`src/rtl/iss_pkg.sv`:
```
package iss_pkg;

  localparam int TIMEOUT_W = 20;
  localparam int WARN_W    = 20;
  localparam int PULSE_W   = 10;
  localparam int CFG_DW    = 20;
  localparam int CFG_AW    = 2;
  localparam int REMAIN_W  = 20;

  localparam logic [TIMEOUT_W-1:0] IDLE_TIMEOUT_RST = TIMEOUT_W'(60000);
  localparam logic [WARN_W-1:0]    WARN_WINDOW_RST  = WARN_W'(500);
  localparam logic [PULSE_W-1:0]   RELAY_PULSE_RST  = PULSE_W'(800);

  localparam logic [CFG_AW-1:0] CFG_IDLE_TIMEOUT = CFG_AW'(0);
  localparam logic [CFG_AW-1:0] CFG_WARN_WINDOW  = CFG_AW'(1);
  localparam logic [CFG_AW-1:0] CFG_RELAY_PULSE  = CFG_AW'(2);

  localparam logic [1:0] HEALTH_OK      = 2'd0;
  localparam logic [1:0] HEALTH_CAN_ERR = 2'd1;
  localparam logic [1:0] HEALTH_CAN_TMO = 2'd2;
  localparam logic [1:0] HEALTH_OTHER   = 2'd3;

  localparam logic [1:0] COND_WORKING = 2'd0;
  localparam logic [1:0] COND_IDLE    = 2'd1;
  localparam logic [1:0] COND_UNKNOWN = 2'd2;

  typedef enum logic [2:0] {
    MODE_MON   = 3'd0,
    MODE_IDLE  = 3'd1,
    MODE_TIMER = 3'd2,
    MODE_SDREQ = 3'd3,
    MODE_SDACT = 3'd4,
    MODE_FAULT = 3'd5
  } mode_e;

  typedef enum logic [1:0] {
    CTX_MON   = 2'd0,
    CTX_FAULT = 2'd1,
    CTX_SDACT = 2'd2
  } ctx_e;

  typedef struct packed {
    logic relay;
    logic green;
    logic red;
    logic led_a;
    logic led_b;
  } lamps_t;

  typedef struct packed {
    logic [TIMEOUT_W-1:0] idle_timeout;
    logic [WARN_W-1:0]    warn_window;
    logic [PULSE_W-1:0]   relay_pulse;
  } cfg_t;

endpackage

```
`src/rtl/iss_cfg_regs.sv`:
```
module iss_cfg_regs (
  input  logic                        clk_i,
  input  logic                        rst_ni,
  input  logic                        cfg_we_i,
  input  logic [iss_pkg::CFG_AW-1:0]  cfg_idx_i,
  input  logic [iss_pkg::CFG_DW-1:0]  cfg_wdata_i,
  output iss_pkg::cfg_t               cfg_o
);

  iss_pkg::cfg_t cfg_q;
  iss_pkg::cfg_t cfg_d;

  always_comb begin
    cfg_d = cfg_q;
    if (cfg_we_i) begin
      case (cfg_idx_i)
        iss_pkg::CFG_IDLE_TIMEOUT: begin
          cfg_d.idle_timeout = cfg_wdata_i[iss_pkg::TIMEOUT_W-1:0];
        end
        iss_pkg::CFG_WARN_WINDOW: begin
          cfg_d.warn_window = cfg_wdata_i[iss_pkg::WARN_W-1:0];
        end
        iss_pkg::CFG_RELAY_PULSE: begin
          cfg_d.relay_pulse = cfg_wdata_i[iss_pkg::PULSE_W-1:0];
        end
        default: begin
          cfg_d = cfg_q;
        end
      endcase
    end
  end

  always_ff @(posedge clk_i or negedge rst_ni) begin
    if (!rst_ni) begin
      cfg_q.idle_timeout <= iss_pkg::IDLE_TIMEOUT_RST;
      cfg_q.warn_window  <= iss_pkg::WARN_WINDOW_RST;
      cfg_q.relay_pulse  <= iss_pkg::RELAY_PULSE_RST;
    end else begin
      cfg_q <= cfg_d;
    end
  end

  assign cfg_o = cfg_q;

endmodule

```
`src/rtl/iss_step.sv`:
```
module iss_step #(
  parameter int TIMER_BITS = 20,
  parameter int PULSE_BITS = 10
) (
  input  iss_pkg::mode_e                   mode_i,
  input  iss_pkg::ctx_e                    ctx_i,
  input  logic [TIMER_BITS-1:0]            elapsed_i,
  input  logic                             running_i,
  input  logic [PULSE_BITS-1:0]            pulse_i,
  input  iss_pkg::lamps_t                  lamps_i,
  input  iss_pkg::cfg_t                    cfg_i,
  input  logic [1:0]                       health_i,
  input  logic [1:0]                       cond_i,
  output iss_pkg::mode_e                   mode_o,
  output iss_pkg::ctx_e                    ctx_o,
  output logic [TIMER_BITS-1:0]            elapsed_o,
  output logic                             running_o,
  output logic [PULSE_BITS-1:0]            pulse_o,
  output iss_pkg::lamps_t                  lamps_o,
  output logic [iss_pkg::REMAIN_W-1:0]     remaining_o
);

  localparam int CW  = (TIMER_BITS > iss_pkg::TIMEOUT_W) ? TIMER_BITS : iss_pkg::TIMEOUT_W;
  localparam int PCW = (PULSE_BITS > iss_pkg::PULSE_W) ? PULSE_BITS : iss_pkg::PULSE_W;

  logic [CW-1:0]         to_w;
  logic [CW-1:0]         el_w;
  logic [CW-1:0]         el1_w;
  logic [CW-1:0]         nel_w;
  logic [CW-1:0]         tmax_w;
  logic [CW-1:0]         rem_cur;
  logic [CW-1:0]         rem_nxt;
  logic [TIMER_BITS-1:0] el1;
  logic [PULSE_BITS-1:0] pc1;
  logic                  warn;
  logic                  expired;
  logic                  released;

  assign to_w   = CW'(cfg_i.idle_timeout);
  assign el_w   = CW'(elapsed_i);
  assign tmax_w = CW'({TIMER_BITS{1'b1}});

  always_comb begin
    el1 = elapsed_i;
    if (running_i && (el_w < to_w) && (el_w < tmax_w)) begin
      el1 = elapsed_i + TIMER_BITS'(1);
    end
  end

  assign el1_w   = CW'(el1);
  assign rem_cur = (running_i && (el1_w < to_w)) ? (to_w - el1_w) : '0;
  assign warn    = (rem_cur <= CW'(cfg_i.warn_window));
  assign expired = running_i && (el1_w >= to_w);

  assign pc1      = (pulse_i != {PULSE_BITS{1'b1}}) ? (pulse_i + PULSE_BITS'(1)) : pulse_i;
  assign released = (PCW'(pc1) >= PCW'(cfg_i.relay_pulse));

  always_comb begin
    mode_o    = mode_i;
    ctx_o     = ctx_i;
    elapsed_o = el1;
    running_o = running_i;
    pulse_o   = pulse_i;
    lamps_o   = lamps_i;
    if ((health_i == iss_pkg::HEALTH_CAN_ERR) || (health_i == iss_pkg::HEALTH_CAN_TMO)) begin
      running_o = 1'b0;
      elapsed_o = '0;
      mode_o    = iss_pkg::MODE_FAULT;
      ctx_o     = iss_pkg::CTX_FAULT;
    end else begin
      case (mode_i)
        iss_pkg::MODE_MON: begin
          if (cond_i == iss_pkg::COND_WORKING) begin
            lamps_o.led_a = 1'b1;
            lamps_o.led_b = 1'b1;
            lamps_o.relay = 1'b0;
            lamps_o.red   = 1'b0;
            lamps_o.green = 1'b0;
            running_o     = 1'b0;
            elapsed_o     = '0;
            mode_o        = iss_pkg::MODE_MON;
            ctx_o         = iss_pkg::CTX_MON;
          end else if (cond_i == iss_pkg::COND_IDLE) begin
            mode_o = iss_pkg::MODE_IDLE;
            ctx_o  = iss_pkg::CTX_MON;
          end
        end
        iss_pkg::MODE_IDLE: begin
          running_o     = 1'b1;
          elapsed_o     = '0;
          mode_o        = iss_pkg::MODE_TIMER;
          ctx_o         = iss_pkg::CTX_MON;
          lamps_o.relay = 1'b0;
          lamps_o.green = 1'b1;
          lamps_o.led_a = 1'b0;
          lamps_o.led_b = 1'b1;
        end
        iss_pkg::MODE_TIMER: begin
          if (warn) begin
            lamps_o.red   = 1'b1;
            lamps_o.led_a = 1'b1;
            lamps_o.led_b = 1'b0;
          end else begin
            lamps_o.red   = 1'b0;
            lamps_o.led_b = 1'b1;
          end
          if (cond_i != iss_pkg::COND_IDLE) begin
            lamps_o.relay = 1'b0;
            lamps_o.red   = 1'b0;
            lamps_o.green = 1'b0;
            running_o     = 1'b0;
            elapsed_o     = '0;
            mode_o        = iss_pkg::MODE_MON;
            ctx_o         = iss_pkg::CTX_MON;
          end else if (expired) begin
            mode_o = iss_pkg::MODE_SDREQ;
            ctx_o  = iss_pkg::CTX_MON;
          end
        end
        iss_pkg::MODE_SDREQ: begin
          if ((cond_i == iss_pkg::COND_IDLE) && (health_i == iss_pkg::HEALTH_OK)) begin
            lamps_o.relay = 1'b1;
            pulse_o       = '0;
            lamps_o.led_a = 1'b1;
            lamps_o.led_b = 1'b0;
            mode_o        = iss_pkg::MODE_SDACT;
            ctx_o         = iss_pkg::CTX_SDACT;
          end else begin
            mode_o = iss_pkg::MODE_MON;
            ctx_o  = iss_pkg::CTX_MON;
          end
        end
        iss_pkg::MODE_SDACT: begin
          pulse_o = pc1;
          if (released) begin
            lamps_o.relay = 1'b0;
            mode_o        = iss_pkg::MODE_MON;
            ctx_o         = iss_pkg::CTX_SDACT;
          end
        end
        default: begin
          mode_o = iss_pkg::MODE_FAULT;
        end
      endcase
    end
  end

  assign nel_w       = CW'(elapsed_o);
  assign rem_nxt     = (running_o && (nel_w < to_w)) ? (to_w - nel_w) : '0;
  assign remaining_o = rem_nxt[iss_pkg::REMAIN_W-1:0];

endmodule

```
`src/rtl/idle_stop_supervisor_core.sv`:
```
// Idle-stop supervisor, one transaction per millisecond tick.
// Input channel: in_valid_i / in_stall_o with health_i and condition_i.
// Output channel: out_valid_o / out_stall_i with the mode, the lamp,
// relay and LED latches, the health context and the idle countdown.
// Configuration: cfg_we_i writes cfg_wdata_i into register cfg_idx_i
// (0 idle timeout, 1 warning window, 2 relay pulse); other indexes are
// ignored. Write only while no transaction is in flight.
// A taken input transaction is held in the input register, and the mode
// update runs from the input register into the result register.
// Throughput is one transaction per cycle while the receiver does not stall;
// the mode update is a single pass of logic on the stored state.
// Reset puts the block in monitor mode with the timer stopped, all
// latches off and the configuration at 60000 / 500 / 800.
// When the receiver stalls, the result holds; the input register keeps
// accepting until it is full, then in_stall_o rises.
module idle_stop_supervisor_core #(
  parameter int TIMER_BITS = 20,
  parameter int PULSE_BITS = 10
) (
  input  logic                             clk_i,
  input  logic                             rst_ni,
  input  logic                             in_valid_i,
  output logic                             in_stall_o,
  input  logic [1:0]                       health_i,
  input  logic [1:0]                       condition_i,
  output logic                             out_valid_o,
  input  logic                             out_stall_i,
  output logic [2:0]                       mode_o,
  output logic                             relay_on_o,
  output logic                             green_lamp_o,
  output logic                             red_lamp_o,
  output logic                             led_a_o,
  output logic                             led_b_o,
  output logic [1:0]                       health_context_o,
  output logic [iss_pkg::REMAIN_W-1:0]     remaining_o,
  input  logic                             cfg_we_i,
  input  logic [iss_pkg::CFG_AW-1:0]       cfg_idx_i,
  input  logic [iss_pkg::CFG_DW-1:0]       cfg_wdata_i
);

  iss_pkg::cfg_t cfg;

  logic       s1_valid_q;
  logic [1:0] s1_health_q;
  logic [1:0] s1_cond_q;
  logic       free2;
  logic       adv2;

  iss_pkg::mode_e        mode_q, mode_d;
  iss_pkg::ctx_e         ctx_q, ctx_d;
  logic [TIMER_BITS-1:0] elapsed_q, elapsed_d;
  logic                  running_q, running_d;
  logic [PULSE_BITS-1:0] pulse_q, pulse_d;
  iss_pkg::lamps_t       lamps_q, lamps_d;
  logic [iss_pkg::REMAIN_W-1:0] remaining_d;

  logic                         out_valid_q;
  iss_pkg::mode_e               out_mode_q;
  iss_pkg::ctx_e                out_ctx_q;
  iss_pkg::lamps_t              out_lamps_q;
  logic [iss_pkg::REMAIN_W-1:0] out_remaining_q;

  iss_cfg_regs u_cfg (
    .clk_i       (clk_i),
    .rst_ni      (rst_ni),
    .cfg_we_i    (cfg_we_i),
    .cfg_idx_i   (cfg_idx_i),
    .cfg_wdata_i (cfg_wdata_i),
    .cfg_o       (cfg)
  );

  assign free2      = !out_valid_q || !out_stall_i;
  assign adv2       = s1_valid_q && free2;
  assign in_stall_o = s1_valid_q && !free2;

  always_ff @(posedge clk_i or negedge rst_ni) begin
    if (!rst_ni) begin
      s1_valid_q <= 1'b0;
    end else if (!in_stall_o) begin
      s1_valid_q <= in_valid_i;
    end
  end

  always_ff @(posedge clk_i) begin
    if (in_valid_i && !in_stall_o) begin
      s1_health_q <= health_i;
      s1_cond_q   <= condition_i;
    end
  end

  iss_step #(
    .TIMER_BITS (TIMER_BITS),
    .PULSE_BITS (PULSE_BITS)
  ) u_step (
    .mode_i      (mode_q),
    .ctx_i       (ctx_q),
    .elapsed_i   (elapsed_q),
    .running_i   (running_q),
    .pulse_i     (pulse_q),
    .lamps_i     (lamps_q),
    .cfg_i       (cfg),
    .health_i    (s1_health_q),
    .cond_i      (s1_cond_q),
    .mode_o      (mode_d),
    .ctx_o       (ctx_d),
    .elapsed_o   (elapsed_d),
    .running_o   (running_d),
    .pulse_o     (pulse_d),
    .lamps_o     (lamps_d),
    .remaining_o (remaining_d)
  );

  always_ff @(posedge clk_i or negedge rst_ni) begin
    if (!rst_ni) begin
      mode_q    <= iss_pkg::MODE_MON;
      ctx_q     <= iss_pkg::CTX_MON;
      elapsed_q <= '0;
      running_q <= 1'b0;
      pulse_q   <= '0;
      lamps_q   <= '0;
    end else if (adv2) begin
      mode_q    <= mode_d;
      ctx_q     <= ctx_d;
      elapsed_q <= elapsed_d;
      running_q <= running_d;
      pulse_q   <= pulse_d;
      lamps_q   <= lamps_d;
    end
  end

  always_ff @(posedge clk_i or negedge rst_ni) begin
    if (!rst_ni) begin
      out_valid_q <= 1'b0;
    end else if (free2) begin
      out_valid_q <= s1_valid_q;
    end
  end

  always_ff @(posedge clk_i) begin
    if (adv2) begin
      out_mode_q      <= mode_d;
      out_ctx_q       <= ctx_d;
      out_lamps_q     <= lamps_d;
      out_remaining_q <= remaining_d;
    end
  end

  assign out_valid_o      = out_valid_q;
  assign mode_o           = out_mode_q;
  assign health_context_o = out_ctx_q;
  assign relay_on_o       = out_lamps_q.relay;
  assign green_lamp_o     = out_lamps_q.green;
  assign red_lamp_o       = out_lamps_q.red;
  assign led_a_o          = out_lamps_q.led_a;
  assign led_b_o          = out_lamps_q.led_b;
  assign remaining_o      = out_remaining_q;

endmodule

```
`config.mk`:
```
export PLATFORM = sky130hd
export DESIGN_NAME = idle_stop_supervisor_core
export DESIGN_NICKNAME = d
export VERILOG_FILES = /design/src/rtl/iss_pkg.sv /design/src/rtl/iss_cfg_regs.sv /design/src/rtl/iss_step.sv /design/src/rtl/idle_stop_supervisor_core.sv
export SDC_FILE = /design/constraint.sdc
export NUM_CORES = 1
export LEC_CHECK = 0
export BUFFER_PORTS_ARGS = -buffer_cell sky130_fd_sc_hd__buf_2
export CAP_MARGIN = 20
export CORE_MARGIN = 2
export CORE_UTILIZATION = 60
export DETAILED_ROUTE_END_ITERATION = 8
export GPL_TIMING_DRIVEN = 0
export PLACE_DENSITY_LB_ADDON = 0.08
export SLEW_MARGIN = 5
export SYNTH_ARGS = -nofsm -noshare
export SYNTH_HDL_FRONTEND = slang
export SYNTH_HIERARCHICAL = 1
export SYNTH_SLANG_ARGS = --single-unit
```
`constraint.sdc`:
```
create_clock -name clk_i -period 15.7 [get_ports clk_i]
set_input_delay 3.14 -clock clk_i [delete_from_list [all_inputs] [get_ports clk_i]]
set_output_delay 3.14 -clock clk_i [all_outputs]
set_load 0.005 [all_outputs]
```
-- Word-level counts from Yosys, hierarchy flattened
Cells that the tools add are included.
- bits in registers: 127
- input port bits: 31
- output and inout port bits: 32
- word-level logic and storage cells: 115
- $add $sub $neg: 4
- order comparisons: 7
- equal/unequal tests: 12
- multiplexer cells: 42
- bitwise logic cells: 1
- reduce and logical (&&, ||, !) cells: 24
- operators by type and width (operator ; count):
    20-bit two-way mux ; 5
    20-bit less-than comparator ; 3
    20-bit case mux with 3 select lines ; 1
    20-bit subtractor ; 2
    3-bit two-way mux ; 8
    20-bit by 1-bit adder with 20-bit output, second input constant ; 1
    20-bit greater-or-equal comparator ; 1
    20-bit <= comparator ; 1
    20-bit less-than comparator, second input constant ; 1
    10-bit two-way mux ; 2
    10-bit case mux with 2 select lines ; 1
    2-bit two-way mux ; 8
    3-bit case mux with 5 select lines ; 1
    10-bit by 1-bit adder with 10-bit output, second input constant ; 1
    10-bit greater-or-equal comparator ; 1
    5-bit two-way mux ; 2
    10-bit != test, second input constant ; 1
    2-bit case mux with 5 select lines ; 1
    1-bit logical AND ; 9
    1-bit two-way mux ; 8
    2-bit case mux with 4 select lines ; 1
    2-bit by 1-bit equality test with 1-bit output, second input constant ; 3
    3-bit by 2-bit equality test with 1-bit output, second input constant ; 2
    2-bit logical NOT ; 3
    other kinds (14) ; 23

-- Logic depth before layout (Yosys ltp)
- depth in word-level cells: 12
- mapped depth: 28
- mapped depth without buffers: 26

-- Cells and area by module
The synthesis kept the hierarchy.
- modules (own cells, without submodules) (module ; times used ; cells each ; area an instance (um^2) ; seq. area each (um^2)):
    iss_step ; 1 ; 745 ; 4967.3 ; 0.0
    idle_stop_supervisor_core ; 1 ; 128 ; 2651.3 ; 2097.0
    iss_cfg_regs ; 1 ; 108 ; 1896.8 ; 1271.2

-- Worst setup path after synthesis
No wires, ideal clock.
- kind: input -> output
- from: input out_stall_i
- to: output in_stall_o
- data arrival time: 3.289 ns
- data required time: 12.560 ns
- slack: 9.271 ns
- stages: 2
- buffers on the path: 0
- cell sequence: nand3_1 > inv_1
- longest elaborated chain between the ends: 4
- RTL lines (what ; line ; source):
    from (decl) ; idle_stop_supervisor_core.sv:27 ; input logic out_stall_i,
    1-bit logical NOT ; idle_stop_supervisor_core.sv:72 ; assign free2 = !out_valid_q || !out_stall_i;
    1-bit logical OR ; idle_stop_supervisor_core.sv:72 ;
    1-bit logical NOT ; idle_stop_supervisor_core.sv:74 ; assign in_stall_o = s1_valid_q && !free2;
    1-bit logical AND ; idle_stop_supervisor_core.sv:74 ;
    to (decl) ; idle_stop_supervisor_core.sv:23 ; output logic in_stall_o,
Every way passes these cells.

==> impl_metrics.ini <==
[floorplan]
start_util_pct = 60.6
die_h_um = 130
coreArea_sq_mm = 0.0157
row_count = 46
ioPinCount = 63
die_area_sq_mm = 0.0169
die_w_um = 130

[routing]
num_vias = 7607
wl_mm = 22.0
antenna_left = 0
dr.pass1.iters = 6
viasPerCell = 5.89
drc_errors = 0
drtIter0Drc = 542
routedWlPerCell_um = 17.1

[sta]
hold_violations = 0
fin_worst_skew_ns = 0.0102
maxSlewViolCount = 0
tightest_slew_ns = 0.886
setup_tns_ns = 0
maxSlewHeadroom_pct = 40.5
setup_viol = 0
finalHoldWorstSlack_ns = 0.490
rsz0062_at_grt = false
fin_ws_ns = 8.73
period_share_pct = 44.4
period_needed_ns = 6.97
max_freq_mhz = 143

[synth]
synth_fa_ha_area_share_pct = 12.5
synthFlopType = dfrtp_1
synth-compound-area-share_pct = 14.5
syn-cell-area_sq_mm = 0.00952
yosys.area_share.xor_xnor_pct = 4.60
syn_nets = 1106
yosysSeqAreaShare_pct = 35.4
yosysUniqueCellTypes = 76
synth.avg_cell_area_sq_um = 9.70
synth_seq_cells = 127
synthArstFlopShare_pct = 73.2
synth_warnings = 6
syn-instance-count = 981
muxShareOfSynthArea_pct = 11.3
synth_top_family_by_area = simple AND/OR/NAND/NOR gates
synth-simple-area-share_pct = 16.8
synth_edf_count = 34

[placement]
dp_slack_ns = 8.88
placedCellCount = 1260
portBuffers = 62
placed_area_sq_mm = 0.0101
routabilityCongestion = 0.929
post-dp-hpwl_mm = 16.6

[layout]
post_route_cells_drive_above_1_share_pct = 23.0
n_fill_cell = 1278
stdcell_area_sq_mm = 0.0107
multi_input_area_sq_mm = 0.00569
final_cells = 1292
nets = 1188
diodes = 0
regArea_sq_mm = 0.00337
final_util_pct = 68.4
area_delta_synth_final_pct = 12.9

[worst_setup_path]
worst_ep_arrival_time_ns = 7.27
cp-end-kind = flop
cpMostUsedCell = ha_1
critPathKind = flop to flop
worst-path-max-fanout = 10
crit_path_top_delay_cell = dfstp_2
cp.buffers_inverters = 3
critPathTopFamily = compound AO/OA/AOI/OAI gates
cp_data_required_time_ns = 16.00
startpoint_type = flop
critical-path-max-stage-delay_ns = 0.60

[cts]
insertion_delay_ns = 0.42
cts-root-buf = clkbuf_16
clkTransAtPathRegs_ns = 0.06
cts_tree = built
cts_setup_buffers = 0
cts_num_sinks = 127
cts-buffers-inserted = 17
h-tree-depth = 4
clock_path_buffers = 2
postCtsHoldBufs = 0
cts_resized = 0

[pwr]
p_leak_nw = 4.71
ir_drop_mv = 0.107
totalPowerFinal_mw = 1.16
p_per_area_mw_per_mm2 = 108

[global_route]
grt_pass1_vias = 7101
grt_pass1_wl_mm = 36.3
grtUsageTotal_pct = 27.5
grt_overflow = 0
grt_antenna_before_repair = 0
grt_max_degree = 63

[status]
status = completed

[min_path]
min_path_type = flop to flop

[job]
cap_violations = 0
==> path summary, 6_finish.rpt <==
check,startpoint,to,slack [ns],cells past startpoint
max,u_cfg/cfg_o[45]$_DFFE_PN1P_,lamps_q[2]$_DFFE_PN0P_,8.73,27
min,s1_valid_q$_DFFE_PN0N_,out_valid_o$_DFFE_PN0P_,0.49,1
max reg2reg,u_cfg/cfg_o[45]$_DFFE_PN1P_,lamps_q[2]$_DFFE_PN0P_,8.73,27
min reg2reg,s1_valid_q$_DFFE_PN0N_,out_valid_o$_DFFE_PN0P_,0.49,1
max in group asynchronous,rst_ni,u_cfg/cfg_o[15]$_DFFE_PN1P_,12.31,2
min in group asynchronous,rst_ni,u_cfg/cfg_o[42]$_DFFE_PN0P_,2.68,1
==> where the power goes <==
group / total, mW / switching (mW) / internal (mW)
Combinational: 0.324 / 0.180 / 0.144
Clock: 0.414 / 0.148 / 0.267
Sequential: 0.421 / 0.0367 / 0.384
==> per-layer routing <==
metal	part of all wire, %	GRT usage [%]	vias up
li1	-	-	3716
met1	48	40.6	3618
met2	45	42.7	252
met3	5.3	3.98	21
met4	0.99	7.15	0
met5	0	0	-
==> state kept, by name, summed over array words and instances, names as in the netlist, 2 cells and up <==
| register | flops |
|---|---|
| remaining_o | 20 |
| health_context_o | 2 |
| lamps_q | 5 |
| pulse_q | 10 |
| ctx_q | 2 |
| s1_health_q | 2 |
| mode_q | 3 |
| mode_o | 3 |
| elapsed_q | 20 |
| s1_cond_q | 2 |
| u_cfg/cfg_o | 50 |
==> cell usage in the layout, fill, tap and decap left out, types with 8 or more instances in the layout <==
cell,n
a21o_1,17
o21a_1,15
o21ai_0,41
a211oi_1,8
xor2_1,20
nor3_2,11
xnor2_1,30
mux2_2,92
ha_1,92
nor3_1,16
nor2_1,97
nand3_1,21
dfstp_2,16
buf_2,66
inv_1,76
nor2b_1,10
clkbuf_16,19
dfrtp_1,77
nand4_1,19
and2_1,9
nand2b_1,25
a31oi_1,10
clkbuf_1,14
a21oi_1,54
edfxtp_1,34
nand2_1,53
==> area by class of cell <==
class                      count  area share (%)
sequential                   127            31.4
inverter                      76            2.66
timing repair buffer          63            3.17
tap                          216            2.52
buffer                        27            1.56
clock inverter                11            1.23
clock buffer                  21            4.50
multi-input combinational    751            53.0
==> kinds of logic (layout without fill, tap and decap cells) <==
logic type,Yosys count,in the layout
AND/OR/NAND/NOR,305,305
AO/OA/AOI/OAI,206,206
flip-flops,127,127
buffers and inverters,103,198
multiplexers,96,96
adder cells (fa/ha/maj),94,94
XOR/XNOR,50,50
==> synth_stat cells (all sizes together), types with 4 or more instances <==
master   n  area share, %
xor2    20            1.8
dfstp   16            4.4
dfrtp   77             20
inv     76            3.0
and3     7           0.46
edfxtp  34             11
nor4     5           0.39
o211ai   5           0.45
o31ai    8           0.68
or2      8           0.53
xnor2   30            2.8
nor3    28            2.2
a211o    4           0.37
a211oi   8           0.63
a21o    17            1.3
ha      92             12
nand4   20            1.4
o31a     4           0.37
nand2b  25            1.6
nand2   53            2.1
clkbuf  12           0.47
nand3   22            1.2
buf     15            1.3
o21ai   48            2.6
a31oi   10           0.66
mux2    95             11
or3      4           0.26
nor2b   10           0.66
o21a    15            1.2
a22o     4           0.37
and4     5           0.46
a21oi   55            2.9
nor2    97            3.8
a21boi   4           0.43
and2     9           0.59
nand3b   4           0.32
==> worst register-to-register path: cells and delay by family, from the launching register on <==
kind	cells	cell delay, ns
XOR/XNOR	1	0.30
buffers and inverters	3	0.53
flip-flops	1	0.60
AND/OR/NAND/NOR	9	1.46
multiplexers	1	0.27
adder cells (fa/ha/maj)	3	0.97
AO/OA/AOI/OAI	10	2.69
No activity file was read; power rests on OpenSTA's default activity.
